[config.mk]
export PLATFORM = sky130hd
export DESIGN_NAME = ias_ctrl
export DESIGN_NICKNAME = d
export VERILOG_FILES = /design/src/rtl/ias_pkg.sv /design/src/rtl/ias_ctrl.sv
export SDC_FILE = /design/constraint.sdc
export NUM_CORES = 1
export LEC_CHECK = 0
export ABC_AREA = 0
export ABC_CLOCK_PERIOD_IN_PS = 3150
export BUFFER_PORTS_ARGS = -buffer_cell sky130_fd_sc_hd__buf_2
export CORE_AREA = 4 4 41 43
export CTS_CLUSTER_DIAMETER = 60
export DETAILED_ROUTE_END_ITERATION = 7
export DIE_AREA = 0 0 45 47
export PLACE_DENSITY = 0.42
export SETUP_SLACK_MARGIN = 0.15
export SYNTH_ARGS = -nofsm -noshare
export SYNTH_HDL_FRONTEND = slang
export SYNTH_SLANG_ARGS = --single-unit
[constraint.sdc]
create_clock -name clk -period 3.15 [get_ports clk]
set_input_delay 0.315 -clock clk [delete_from_list [all_inputs] [get_ports clk]]
set_output_delay 0.315 -clock clk [all_outputs]
set_load 0.05 [all_outputs]
[src/rtl/ias_pkg.sv]
// Package for the IAS execute unit: widths, opcodes, status codes and
// controller/datapath command types. No dependencies.
package ias_pkg;

    localparam int WORD_BITS = 40;
    localparam int ADDR_BITS = 12;
    localparam int FIELD_BITS = 12;
    localparam int FIELD_HI_LSB = 20;

    localparam logic [7:0] OP_LOAD_MQ     = 8'h0A;
    localparam logic [7:0] OP_LOAD_MQ_M   = 8'h09;
    localparam logic [7:0] OP_STOR        = 8'h21;
    localparam logic [7:0] OP_LOAD        = 8'h01;
    localparam logic [7:0] OP_LOAD_NEG    = 8'h02;
    localparam logic [7:0] OP_LOAD_ABS    = 8'h03;
    localparam logic [7:0] OP_LOAD_NABS   = 8'h04;
    localparam logic [7:0] OP_ADD         = 8'h05;
    localparam logic [7:0] OP_SUB         = 8'h06;
    localparam logic [7:0] OP_ADD_ABS     = 8'h07;
    localparam logic [7:0] OP_SUB_ABS     = 8'h08;
    localparam logic [7:0] OP_MUL         = 8'h0B;
    localparam logic [7:0] OP_DIV         = 8'h0C;
    localparam logic [7:0] OP_JUMP_L      = 8'h0D;
    localparam logic [7:0] OP_JUMP_R      = 8'h0E;
    localparam logic [7:0] OP_JUMPP_L     = 8'h0F;
    localparam logic [7:0] OP_JUMPP_R     = 8'h10;
    localparam logic [7:0] OP_STOR_LEFT   = 8'h12;
    localparam logic [7:0] OP_STOR_RIGHT  = 8'h13;
    localparam logic [7:0] OP_LSH         = 8'h14;
    localparam logic [7:0] OP_RSH         = 8'h15;

    localparam logic [1:0] ST_OK      = 2'd0;
    localparam logic [1:0] ST_ILLEGAL = 2'd1;
    localparam logic [1:0] ST_DIVZERO = 2'd2;

    // controller -> datapath commands
    typedef struct packed {
        logic load;    // capture input item, run non-iterative ops
        logic start;   // start multiply or divide iteration
        logic step;    // one iteration step
        logic finish;  // fix signs, write back registers
    } ias_cmd_t;

    // datapath -> controller status
    typedef struct packed {
        logic is_iter;  // latched op needs iteration
        logic last;     // final iteration step this cycle
    } ias_stat_t;

endpackage

[src/rtl/ias_ctrl.sv]
// Controller of the IAS execute unit: sequences capture, iteration and
// result hold. Depends on ias_pkg.
module ias_ctrl (
    input  logic              clk,
    input  logic              rst_n,
    input  logic              in_valid,
    output logic              in_ready,
    output logic              out_valid,
    input  logic              out_ready,
    output ias_pkg::ias_cmd_t cmd,
    input  ias_pkg::ias_stat_t stat
);
    typedef enum logic [3:0] {
        S_IDLE = 4'b0001,
        S_DEC  = 4'b0010,
        S_RUN  = 4'b0100,
        S_FIN  = 4'b1000
    } state_t;

    state_t state_reg, state_next;
    logic   out_valid_reg, out_valid_next;

    // accept when idle and the output slot is free or draining
    assign in_ready  = (state_reg == S_IDLE) && (!out_valid_reg || out_ready);
    assign out_valid = out_valid_reg;

    always_comb
    begin
        state_next     = state_reg;
        out_valid_next = out_valid_reg && !out_ready;
        cmd            = '0;
        case (state_reg)
            S_IDLE:
            begin
                if (in_valid && in_ready)
                begin
                    cmd.load   = 1'b1;
                    state_next = S_DEC;
                end
            end
            S_DEC:
            begin
                if (stat.is_iter)
                begin
                    cmd.start  = 1'b1;
                    state_next = S_RUN;
                end
                else
                begin
                    out_valid_next = 1'b1;
                    state_next     = S_IDLE;
                end
            end
            S_RUN:
            begin
                cmd.step = 1'b1;
                if (stat.last)
                begin
                    state_next = S_FIN;
                end
            end
            S_FIN:
            begin
                cmd.finish     = 1'b1;
                out_valid_next = 1'b1;
                state_next     = S_IDLE;
            end
            default: state_next = S_IDLE;
        endcase
    end

    always_ff @(posedge clk or negedge rst_n)
    begin
        if (!rst_n)
        begin
            state_reg     <= S_IDLE;
            out_valid_reg <= 1'b0;
        end
        else
        begin
            state_reg     <= state_next;
            out_valid_reg <= out_valid_next;
        end
    end
endmodule

Word level (Yosys, flattened, before mapping)

Index checks and enable logic that the tools add are counted.

Register bits after elaboration: 5
Bits in latches: 0
RAM bits: 0
ROM bits: 0
Bits of input ports: 6
Output and inout bits: 6
Logic and storage cells: 27
Memories: 0

Add/subtract/negate cells: 0
$mul: 0
Divide/modulo/power cells: 0
Order comparisons: 0
Eq/ne operators: 6
Shift-type cells: 0
Multiplexer cells: 12
Bitwise operators: 0
Reductions and logical operators: 7

Operator list:

| operator                                               | number |
|---|---|
| one-hot mux 4 bit (3 select lines)                     | 1 |
| 2-to-1 mux 4 bit                                       | 2 |
| 2-to-1 mux 1 bit                                       | 7 |
| == test 4 x 1 -> 1 bit (second input constant)         | 1 |
| == test 4 x 2 -> 1 bit (second input constant)         | 1 |
| == test 4 x 3 -> 1 bit (second input constant)         | 1 |
| == test 4 bit (second input constant)                  | 1 |
| logical AND 1 bit                                      | 3 |
| 2-to-1 mux 3 bit                                       | 1 |
| zero test 1 bit                                        | 2 |
| inequality test 2 x 1 -> 1 bit (second input constant) | 1 |
| inequality test 2 bit (second input constant)          | 1 |
| one-hot mux 1 bit (2 select lines)                     | 1 |
| AND reduction 2 bit                                    | 1 |
| logical OR 1 bit                                       | 1 |

Logic depth before layout (Yosys ltp)

Gate-level depths: netlist (run 1).

Depth in word-level cells: 6
Gate-level depth with buffers: 4

Worst setup path before layout (run 1)

No wires, ideal clock.

Path type: reg2out
From: reg state_reg[1]
To: out cmd[0] (netlist name)
Arrival: 2.150 ns
Required time: 2.835 ns
Setup slack: 0.685 ns
Stages on the path, launching flop included: 3
Buffers on the path: 1
Cells stage by stage: dfrtp_1 -> buf_6 -> nor4b_1

RTL lines:

| element                  | RTL line       | text |
|---|---|---|
| start: declaration       | ias_ctrl.sv:20 | `state_t state_reg, state_next;` |
| start signal: assignment | ias_ctrl.sv:81 | `state_reg <= state_next;` |
| end: declaration         | ias_ctrl.sv:10 | `output ias_pkg::ias_cmd_t cmd,` |

==> results of run 1 <==
## metrics by stage
| step | area (µm²) | instances |
|---|---|---|
| after floorplan | 275 | 27 |
| after global placement | 338 | 52 |
| after detailed placement | 338 | 52 |
| after CTS | 374 | 57 |
| after global routing | 374 | 57 |
| final | 374 | 57 |
## worst reg2reg max path, stage by stage (launching register included)
cell and delay (ns):
sky130_fd_sc_hd__dfstp_2 0.56, sky130_fd_sc_hd__or4b_4 0.48, sky130_fd_sc_hd__nor2_1 0.14
## worst paths after layout
path                              start           end  slack [ns]  cells after the start
min in group asynchronous         rst_n     out_valid        0.42                      2
hold reg to reg               out_valid     out_valid        0.57                      2
setup reg to reg           state_reg[0]  state_reg[1]        1.89                      2
setup / recovery           state_reg[0]        cmd[3]        1.18                      3
hold / removal                  stat[0]  state_reg[3]        0.33                      3
max in group asynchronous         rst_n  state_reg[0]        2.52                      2
## layer usage
metal  GRT usage (%)  routed length, µm  vias up
li1                -                  -      128
met1            6.67                258      113
met2            9.89                277       12
met3            5.36                 69        2
met4            8.77                 19        0
met5               0                  0        -
## layout by cell type, fill, tap and decap left out, types with 2 or more instances in the layout
cell                       count
sky130_fd_sc_hd__dfrtp_1       4
sky130_fd_sc_hd__nand2b_1      2
sky130_fd_sc_hd__buf_2        11
sky130_fd_sc_hd__clkbuf_4      3
sky130_fd_sc_hd__nor2_1        4
## cells by family (layout without fill, tap and decap cells)
kind of cell    Yosys count  count (layout)  synth area share (%)
simple gates             15              15                  35.0
flops                     5               5                  45.9
compound gates            4               4                  10.0
mux                       1               1                  3.64
buf+inv                   2              17                  5.45
## power groups by stage
stage	clock network, W	logic [W]	registers (W)
after floorplan	0	0.000134	0.000107
final	0.0000720	0.000156	0.000108
after CTS	0.0000758	0.000158	0.000108
after global routing	0.0000828	0.000166	0.000111
after global placement	0	0.000157	0.000107
after detailed placement	0	0.000156	0.000109
## area by class of cell
| cell class | instances | area share [%] |
|---|---|---|
| tap | 15 | 5.02 |
| inverter | 1 | 1.00 |
| sequential | 5 | 33.8 |
| timing repair buffer | 12 | 17.4 |
| clock buffer | 4 | 7.02 |
| multi-input combinational | 20 | 35.8 |
## timing repair
action / in CTS / in global routing
hold buffers: 1 / 0
setup buffers: 0 / 0
endpoints found under the hold margin: 4 / 0
==> summary.txt, run 1 <==
Power and ir drop
  • Logic gate share of total power: 46.4%
  • Share of total power in the clock network: 21.4%
  • Sw Ratio: 44.5%
  • Leakage power of the design: 0.197 nW
  • Maximum resistive drop on vdd: 264 µV
  • Power density normalized to cell area: 898 nW/µm²
  • Total power of the final layout: 0.000336 W
  • Internal power component: 0.000186 W
  • Switching power total: 0.000150 W
  • Share of total power in sequential cells: 32.2%

Clock network
  • Number of gates resized after cts: 0
  • Maximum clock insertion buffer count: 2
  • Sinks on the clock net: 5
  • H-tree Lvls: 1
  • Clock tree from TritonCTS: built
  • CTS clock-pin slew for the worst setup and hold paths: 0.04 ns
  • CTS Root Cell: sky130_fd_sc_hd__clkbuf_4
  • TritonCTS buffer count: 3
  • Worst-skew pair later-pin latency: 0.24 ns

Setup path
  • Crit path max-delay cell type: sky130_fd_sc_hd__dfstp_2
  • Delay of the slowest cell on the worst path: 0.56 ns
  • Worst path cell trace: or4b_4, nor2_1, buf_2
  • Dominant delay contributor by cell family on the critical path: simple AND/OR/NAND/NOR gates
  • Type of the worst setup path: reg2out
  • Kind of capture point of the worst setup path: output port
  • Arrival time worst endpoint: 1.65 ns
  • Kind of start point of the critical path: register
  • Number of buffers and inverters on the critical path: 1
  • Worst Path Max Fanout: 6
  • Required time at the worst-slack endpoint: 2.83 ns

Global route
  • Number of antenna violations at the first check in global routing: 0
  • Largest net degree at the start of global routing: 9
  • Remaining Overflow, GRT: 0
  • First-pass GRT wire length: 979 µm
  • Vias in the first global route: 254
  • Global Route Usage Sum: 7.38%

Synthesis
  • Summed instance area of the synthesized netlist: 275 µm²
  • Count of state elements after synthesis: 5
  • Number of warning messages in the yosys log: 0
  • Post-synth cell types: 20
  • Count of mapped cells out of synthesis: 27
  • Leading post-synthesis cells by cell area: sky130_fd_sc_hd__dfrtp_1 (36%), sky130_fd_sc_hd__dfstp_2 (9.5%), sky130_fd_sc_hd__nor2_1 (5.5%), sky130_fd_sc_hd__or4b_4 (5.0%), sky130_fd_sc_hd__nand2b_1 (4.5%)
  • Number of nets in the synthesized netlist: 33
  • Leading cell types by count after synthesis: sky130_fd_sc_hd__dfrtp_1 (4), sky130_fd_sc_hd__nor2_1 (4), sky130_fd_sc_hd__nand2b_1 (2)
  • Async SR Flop Fraction: 100%
  • Main synth FF type: sky130_fd_sc_hd__dfrtp_1
  • Top cell type's share of synthesized area: 36.4%
  • Syn Area/Cell: 10.2 µm²
  • Cell accounting for the most synthesized area: sky130_fd_sc_hd__dfrtp_1
  • Number of synthesized flops with an enable pin: 0
  • Register area share after synthesis: 45.9%

Floorplanning
  • Total core area: 1300 µm²
  • Top-level port count: 12
  • Die height: 47 µm
  • Die outline area: 2120 µm²
  • Cell row count: 13
  • Width of the die: 45 µm
  • Initial core utilization: 21.2%

Placement
  • Last weighted congestion value of the routability-driven placer: 0.767
  • Number of I/O port buffers: 11
  • Pre-CTS WS: 1.43 ns
  • DP Wirelength: 485 µm

Cells and area
  • Final-stage net count: 49
  • Share of post-route cells with drive strength above 1: 38.1%
  • Combined area of the multi-input logic cells: 134 µm²
  • Sequential cell area: 126 µm²
  • Syn-to-layout area delta: 35.9%
  • Fraction of the core area covered by cells at the end of the flow: 28.7%
  • Antenna diodes: 0
  • Number of flip-flops under the largest register name: 4
  • Number of fillers in the final layout: 152

Drt
  • DR vias: 255
  • Number of antenna-violating nets in the routed design: 0
  • Number of design rule violations left after detail routing: 0
  • Number of search-and-repair iterations in the first detailed-routing pass: 2
  • Total routed wirelength: 625 µm
  • Post-DR vias/cell: 4.47
  • Average wire per cell in the routed design: 11.0 µm
  • Detailed router's first-iteration violation count: 3

Timing
  • Minimum clock period: 1.97 ns
  • Worst hold slack: 0.331 ns
  • Slew of the pin with the lowest slew margin: 0.248 ns
  • Post-route clock skew: 0.000385 ns
  • Setup repair after global routing missed its margin: no
  • Final-report hold violation count: 0
  • Fin worst setup slack: 1.18 ns
  • Relative max-transition margin: 83.3%
  • Setup TNS: 0 ns
  • Fmax achieved: 509 MHz
  • Slew Viols, Final: 0
  • Post-route fraction of the period consumed by the critical path: 62.4%
  • Total of endpoints with negative setup slack in the final report: 0

Run status
  • Result of the run: completed

Flow run
  • Max-cap violation count: 0

Hold path
  • Class of the tightest hold or removal check: in2reg
No activity file was read; power rests on OpenSTA's default activity.
==> run 2: changes to the inputs <==
--- a/config.mk
+++ b/config.mk
@@ -5,14 +5,14 @@
 export SDC_FILE = /design/constraint.sdc
 export NUM_CORES = 1
 export LEC_CHECK = 0
-export ABC_AREA = 0
-export ABC_CLOCK_PERIOD_IN_PS = 3150
+export ABC_AREA = 1
+export ABC_CLOCK_PERIOD_IN_PS = 1900
 export BUFFER_PORTS_ARGS = -buffer_cell sky130_fd_sc_hd__buf_2
 export CORE_AREA = 4 4 41 43
 export CTS_CLUSTER_DIAMETER = 60
 export DETAILED_ROUTE_END_ITERATION = 7
 export DIE_AREA = 0 0 45 47
-export PLACE_DENSITY = 0.42
+export PLACE_DENSITY = 0.43
 export SETUP_SLACK_MARGIN = 0.15
 export SYNTH_ARGS = -nofsm -noshare
 export SYNTH_HDL_FRONTEND = slang
==> constraint.sdc (replaced) <==
create_clock -name clk -period 1.9 [get_ports clk]
set_input_delay 0.19 -clock clk [delete_from_list [all_inputs] [get_ports clk]]
set_output_delay 0.19 -clock clk [all_outputs]
set_load 0.05 [all_outputs]
==> run 2 against run 1 <==
Effect of this change: wire length is 0.96% lower; first-iteration DRC count rose to 4.0 times the previous value; global-route usage is 0.17 points higher; setup slack worse by 0.79 ns; critical path type unchanged; largest power group unchanged.
==> summary.txt, run 2 <==
Cells and area
  • Fraction of the core area covered by cells at the end of the flow: 31.0%
  • Syn-to-layout area delta: 40.0%
  • Final-stage net count: 62
  • Finished Layout Cells: 70
  • Total non-filler cell area in the finished layout: 403 µm²
  • Most frequent cells in the layout: sky130_fd_sc_hd__buf_2 (11), sky130_fd_sc_hd__inv_1 (8), sky130_fd_sc_hd__nand3_1 (5), sky130_fd_sc_hd__nor2_1 (5)
  • Share of post-route cells with drive strength above 1: 41.8%
  • Antenna diodes: 0
  • Number of flip-flops under the largest register name: 4
  • Most common library cell in the layout ignoring fill and taps: sky130_fd_sc_hd__buf_2

Drt
  • Number of search-and-repair iterations in the first detailed-routing pass: 3
  • Average wire per cell in the routed design: 8.84 µm
  • Routed metal-1 wirelength: 254 µm
  • Topmost layer with routed signal wires: met4
  • Total routed wirelength: 619 µm
  • Detailed router's first-iteration violation count: 12
  • Number of design rule violations left after detail routing: 0
  • DR vias: 287
  • WL met3: 30 µm
  • Number of antenna-violating nets in the routed design: 0
  • Met2 wire length: 323 µm
  • Post-DR vias/cell: 4.10

Floorplanning
  • Width of the die: 45 µm
  • Die outline area: 2120 µm²
  • Die height: 47 µm
  • Top-level port count: 12
  • Initial core utilization: 22.1%
  • Cell row count: 13
  • Total core area: 1300 µm²

Setup path
  • Number of buffers and inverters on the critical path: 1
  • Arrival time worst endpoint: 1.32 ns
  • Worst Setup SP: state_reg[0]
  • Worst Path Max Fanout: 4
  • Crit path max-delay cell type: sky130_fd_sc_hd__dfstp_2
  • Worst-case register-to-register setup slack: 0.87 ns
  • Kind of start point of the critical path: register
  • Required time at the worst-slack endpoint: 1.71 ns
  • Dominant delay contributor by cell family on the critical path: flip-flops
  • Worst flop-to-flop path startpoint: state_reg[0]
  • Delay of the slowest cell on the worst path: 0.56 ns
  • Kind of capture point of the worst setup path: output port
  • Type of the worst setup path: reg2out
  • Worst path cell trace: nand3_2, nor3_2, buf_2

Power and ir drop
  • Leakage power of the design: 0.243 nW
  • Maximum resistive drop on vdd: 551 µV
  • Power density normalized to cell area: 1540 nW/µm²

Timing
  • Minimum clock period: 1.51 ns
  • Total of endpoints with negative setup slack in the final report: 0
  • Relative max-transition margin: 83.3%
  • Final-report hold violation count: 0
  • Fmax achieved: 663 MHz
  • Setup TNS: 0 ns
  • Setup repair after global routing missed its margin: no
  • Slew of the pin with the lowest slew margin: 0.252 ns
  • Worst hold slack: 0.250 ns
  • Slew Viols, Final: 0
  • Post-route fraction of the period consumed by the critical path: 79.4%
  • Post-route clock skew: 0.000839 ns

Hold path
  • Worst hold start: stat[1]
  • Class of the tightest hold or removal check: in2reg

Placement
  • Last weighted congestion value of the routability-driven placer: 0.676
  • DP Wirelength: 511 µm
  • Number of I/O port buffers: 11
  • Placed cell count: 65
  • Area after DPL: 367 µm²

Synthesis
  • Syn Area/Cell: 7.38 µm²
  • Number of warning messages in the yosys log: 0
  • Count of state elements after synthesis: 5
  • Count of mapped cells out of synthesis: 39
  • Top cell type's share of synthesized area: 34.8%
  • Fraction of synthesized area in multiplexers: 0%
  • Simple-Gate Fraction of Synth Area: 38.3%
  • Number of synthesized flops with an enable pin: 0
  • Leading cell type by number of instances after synthesis: sky130_fd_sc_hd__inv_1
  • Register area share after synthesis: 43.9%
  • Largest family of logic cells by synthesized area: simple AND/OR/NAND/NOR gates
  • Number of nets in the synthesized netlist: 45
  • Main synth FF type: sky130_fd_sc_hd__dfrtp_1
  • Post-synth cell types: 13
  • Xor-xnor portion of the synthesized cell area: 0%
  • Summed instance area of the synthesized netlist: 288 µm²
  • Synth Area in Compound Gates: 4.78%
  • Cell accounting for the most synthesized area: sky130_fd_sc_hd__dfrtp_1
  • Leading cell types by count after synthesis: sky130_fd_sc_hd__inv_1 (8), sky130_fd_sc_hd__nand3_1 (5), sky130_fd_sc_hd__nor2_1 (5)
  • Async SR Flop Fraction: 100%
  • Adder-cell area share of the yosys netlist: 0%
  • Leading post-synthesis cells by cell area: sky130_fd_sc_hd__dfrtp_1 (35%), sky130_fd_sc_hd__inv_1 (10%), sky130_fd_sc_hd__dfstp_2 (9.1%), sky130_fd_sc_hd__nand3_1 (8.7%), sky130_fd_sc_hd__nor2_1 (6.5%)

Global route
  • Remaining Overflow, GRT: 0
  • First-pass GRT wire length: 1040 µm
  • Largest net degree at the start of global routing: 6
  • Global Route Usage Sum: 7.55%
  • Number of antenna violations at the first check in global routing: 0
  • Vias in the first global route: 277

Flow run
  • Max-cap violation count: 0

Clock network
  • H-tree Lvls: 1
  • Clock tree from TritonCTS: built
  • Worst-skew pair later-pin latency: 0.24 ns
  • Maximum clock insertion buffer count: 2
  • Sinks on the clock net: 5
  • CTS Root Cell: sky130_fd_sc_hd__clkbuf_4
  • TritonCTS buffer count: 3
  • CTS clock-pin slew for the worst setup and hold paths: 0.04 ns
  • Number of gates resized after cts: 0

Run status
  • Result of the run: completed
==> run 2: worst min-delay path, cell delays in order <==
cell and delay (ns):
sky130_fd_sc_hd__buf_2 0.09, sky130_fd_sc_hd__inv_1 0.08, sky130_fd_sc_hd__o21ai_1 0.08
==> run 2: routing by layer <==
layer	vias to the layer above	GRT usage [%]
li1	156	-
met1	124	7.62
met2	5	11.6
met3	2	1.15
met4	0	10.5
met5	-	0
==> run 2: cell type report <==
type                       instances  area, µm²
fill                             153        898
multi-input combinational         24        129
sequential                         5        126
timing repair buffer              12       65.1
inverter                          10       37.5
clock buffer                       4       26.3
tap                               15       18.8
==> run 2: final timing paths <==
kind                                      to  depth (start not counted)
worst min register to register  state_reg[1]                          2
min in group asynchronous          out_valid                          2
worst max register to register  state_reg[3]                          5
worst min-delay path            state_reg[2]                          3
max in group asynchronous       state_reg[0]                          2
worst max-delay path                  cmd[3]                          3
==> run 2: where the power goes <==
part           leakage, nW  total (W)  switching [W]  internal, W
logic                0.163   0.000320       0.000233    0.0000875
registers           0.0649   0.000178      0.0000327     0.000145
clock network       0.0150   0.000121      0.0000417    0.0000793
total                0.243   0.000619       0.000307     0.000312
==> run 2: cell families after synthesis <==
kind of cell,after synthesis
compound gates,2
buf+inv,10
flops,5
simple gates,22
==> run 2: through the flow <==
| step | power [W] | worst slack, ns |
|---|---|---|
| 2_1_floorplan | 0.000435 | 0.309 |
| 3_3_place_gp | 0.000507 | 0.641 |
| 3_5_place_dp | 0.000502 | 0.639 |
| 4_1_cts | 0.000628 | 0.376 |
| 5_1_grt | 0.000671 | 0.315 |
| 6_report | 0.000619 | 0.391 |
==> run 2: what timing repair did <==
action,4_1_cts,5_1_grt
hold buffers,1,0
buffers inserted,0,0
hold endpoints to repair,5,0
==> run 3: changes to the inputs <==
--- a/config.mk
+++ b/config.mk
@@ -6,7 +6,7 @@
 export NUM_CORES = 1
 export LEC_CHECK = 0
 export ABC_AREA = 1
-export ABC_CLOCK_PERIOD_IN_PS = 1900
+export ABC_CLOCK_PERIOD_IN_PS = 1530
 export BUFFER_PORTS_ARGS = -buffer_cell sky130_fd_sc_hd__buf_2
 export CORE_AREA = 4 4 41 43
 export CTS_CLUSTER_DIAMETER = 60
==> constraint.sdc (replaced) <==
create_clock -name clk -period 1.53 [get_ports clk]
set_input_delay 0.153 -clock clk [delete_from_list [all_inputs] [get_ports clk]]
set_output_delay 0.153 -clock clk [all_outputs]
set_load 0.05 [all_outputs]
==> run 3 against run 2 <==
Effect of this change: critical endpoint unchanged; critical path depth unchanged; non-clock buffer count rose by 3; sequential share of layout area fell by 5.2 points; cell area increased by 22%; wire length rose by 15%; clock power is 21% higher.
==> summary.txt, run 3 (synthesis gave the netlist of run 2 again) <==
Run status
  • Result of the run: completed

Clock network
  • H-tree Lvls: 1
  • Maximum clock insertion buffer count: 2
  • Worst-skew pair later-pin latency: 0.24 ns
  • CTS Root Cell: sky130_fd_sc_hd__clkbuf_4
  • TritonCTS buffer count: 3
  • CTS clock-pin slew for the worst setup and hold paths: 0.04 ns
  • Clock tree from TritonCTS: built
  • Sinks on the clock net: 5

Drt
  • Post-DR vias/cell: 4.08
  • Number of search-and-repair iterations in the first detailed-routing pass: 2
  • Number of design rule violations left after detail routing: 0
  • DR vias: 298
  • Average wire per cell in the routed design: 9.71 µm
  • Total routed wirelength: 709 µm
  • Number of antenna-violating nets in the routed design: 0
  • Detailed router's first-iteration violation count: 2

Timing
  • Minimum clock period: 1.40 ns
  • Slew of the pin with the lowest slew margin: 0.313 ns
  • Fin worst setup slack: 0.132 ns
  • Post-route fraction of the period consumed by the critical path: 91.4%
  • Post-route clock skew: 0.0000440 ns
  • Relative max-transition margin: 79.1%
  • Total of endpoints with negative setup slack in the final report: 0
  • Setup repair after global routing missed its margin: yes
  • Slew Viols, Final: 0
  • Fmax achieved: 715 MHz
  • Final-report hold violation count: 0

Cells and area
  • Antenna diodes: 0
  • Most common library cell in the layout ignoring fill and taps: sky130_fd_sc_hd__inv_1
  • Syn-to-layout area delta: 71.3%
  • Final-stage net count: 65
  • Share of post-route cells with drive strength above 1: 55.2%
  • Most frequent cells in the layout: sky130_fd_sc_hd__inv_1 (8), sky130_fd_sc_hd__buf_2 (6), sky130_fd_sc_hd__nor2_2 (4), sky130_fd_sc_hd__nand2_1 (4), sky130_fd_sc_hd__buf_4 (4)
  • Number of flip-flops under the largest register name: 4

Setup path
  • Worst-case register-to-register setup slack: 0.44 ns
  • Arrival time worst endpoint: 1.25 ns
  • Number of buffers and inverters on the critical path: 1
  • Kind of capture point of the worst setup path: output port
  • Kind of start point of the critical path: register
  • Type of the worst setup path: reg2out
  • Required time at the worst-slack endpoint: 1.38 ns
  • Delay of the slowest cell on the worst path: 0.58 ns
  • Worst path cell trace: nand3_4, nor3_4, buf_6
  • Worst Path Max Fanout: 4
  • Crit path max-delay cell type: sky130_fd_sc_hd__dfstp_2
  • Dominant delay contributor by cell family on the critical path: flip-flops

Placement
  • Number of I/O port buffers: 11
  • Pre-CTS WS: 0.282 ns
  • Last weighted congestion value of the routability-driven placer: 0.677
  • DP Wirelength: 536 µm

Power and ir drop
  • Power density normalized to cell area: 1910 nW/µm²
  • Leakage power of the design: 0.263 nW
  • Maximum resistive drop on vdd: 528 µV
  • Total power of the final layout: 0.000944 W

Flow run
  • Max-cap violation count: 0

Global route
  • First-pass GRT wire length: 1060 µm
  • Number of antenna violations at the first check in global routing: 0
  • Vias in the first global route: 308
  • Remaining Overflow, GRT: 0
  • Global Route Usage Sum: 7.07%
  • Largest net degree at the start of global routing: 6

Hold path
  • Class of the tightest hold or removal check: in2reg

Floorplanning
  • Die outline area: 2120 µm²
  • Width of the die: 45 µm
  • Initial core utilization: 22.1%
  • Top-level port count: 12
  • Cell row count: 13
  • Total core area: 1300 µm²
  • Die height: 47 µm
==> run 3: layout make-up <==
type	count	area [µm²]
multi-input cells	24	163
flip-flops and latches	5	129
fillers	147	808
well taps	15	18.8
inverters	10	37.5
clock buffers	4	26.3
repair buffers	15	119
==> run 3: through the flow <==
step,util (%),setup TNS (ns),hold WS (ns),instances,instance area (µm²)
finish,37.9,0,0.221,73,493
global placement,28.6,0,-0.0282,65,372
CTS,33.8,0,0.215,70,440
global route,37.9,0,0.232,73,493
detailed placement,28.6,0,-0.0308,65,372
floorplan,-,-0.0201,-0.143,39,298
==> run 3: worst register-to-register path: stages, from the launching register on <==
cell                      delay, ns
sky130_fd_sc_hd__dfstp_2       0.58
sky130_fd_sc_hd__nand3_4       0.12
sky130_fd_sc_hd__buf_4         0.15
sky130_fd_sc_hd__nand3_1       0.09
sky130_fd_sc_hd__nand3_1       0.08
==> run 3: path summary, 6_finish.rpt <==
check	start	cells after the start	to
worst max-delay path	state_reg[0]	3	cmd[3]
worst min-delay path	stat[1]	3	state_reg[2]
worst max register to register	state_reg[0]	4	state_reg[0]
worst min register to register	state_reg[2]	3	state_reg[2]
max in group asynchronous	rst_n	2	state_reg[0]
min in group asynchronous	rst_n	2	out_valid
==> run 3: what timing repair did <==
| item | CTS | global route |
|---|---|---|
| hold buffers | 1 | 0 |
| endpoints found under the hold margin | 5 | 0 |
| pin swaps | 0 | 3 |
| resized for setup | 9 | 8 |
| endpoints found under the setup margin | 5 | 5 |
| buffers inserted | 0 | 3 |
==> run 3: layer usage <==
metal	track usage, %	wire length [µm]
met1	6.71	293
met2	12.7	385
met3	1.15	15
met4	7.02	14
met5	0	0
==> run 3: power by group <==
group	internal, W	switching, W
clock	0.0000983	0.0000491
combinational	0.000220	0.000346
sequential	0.000183	0.0000475
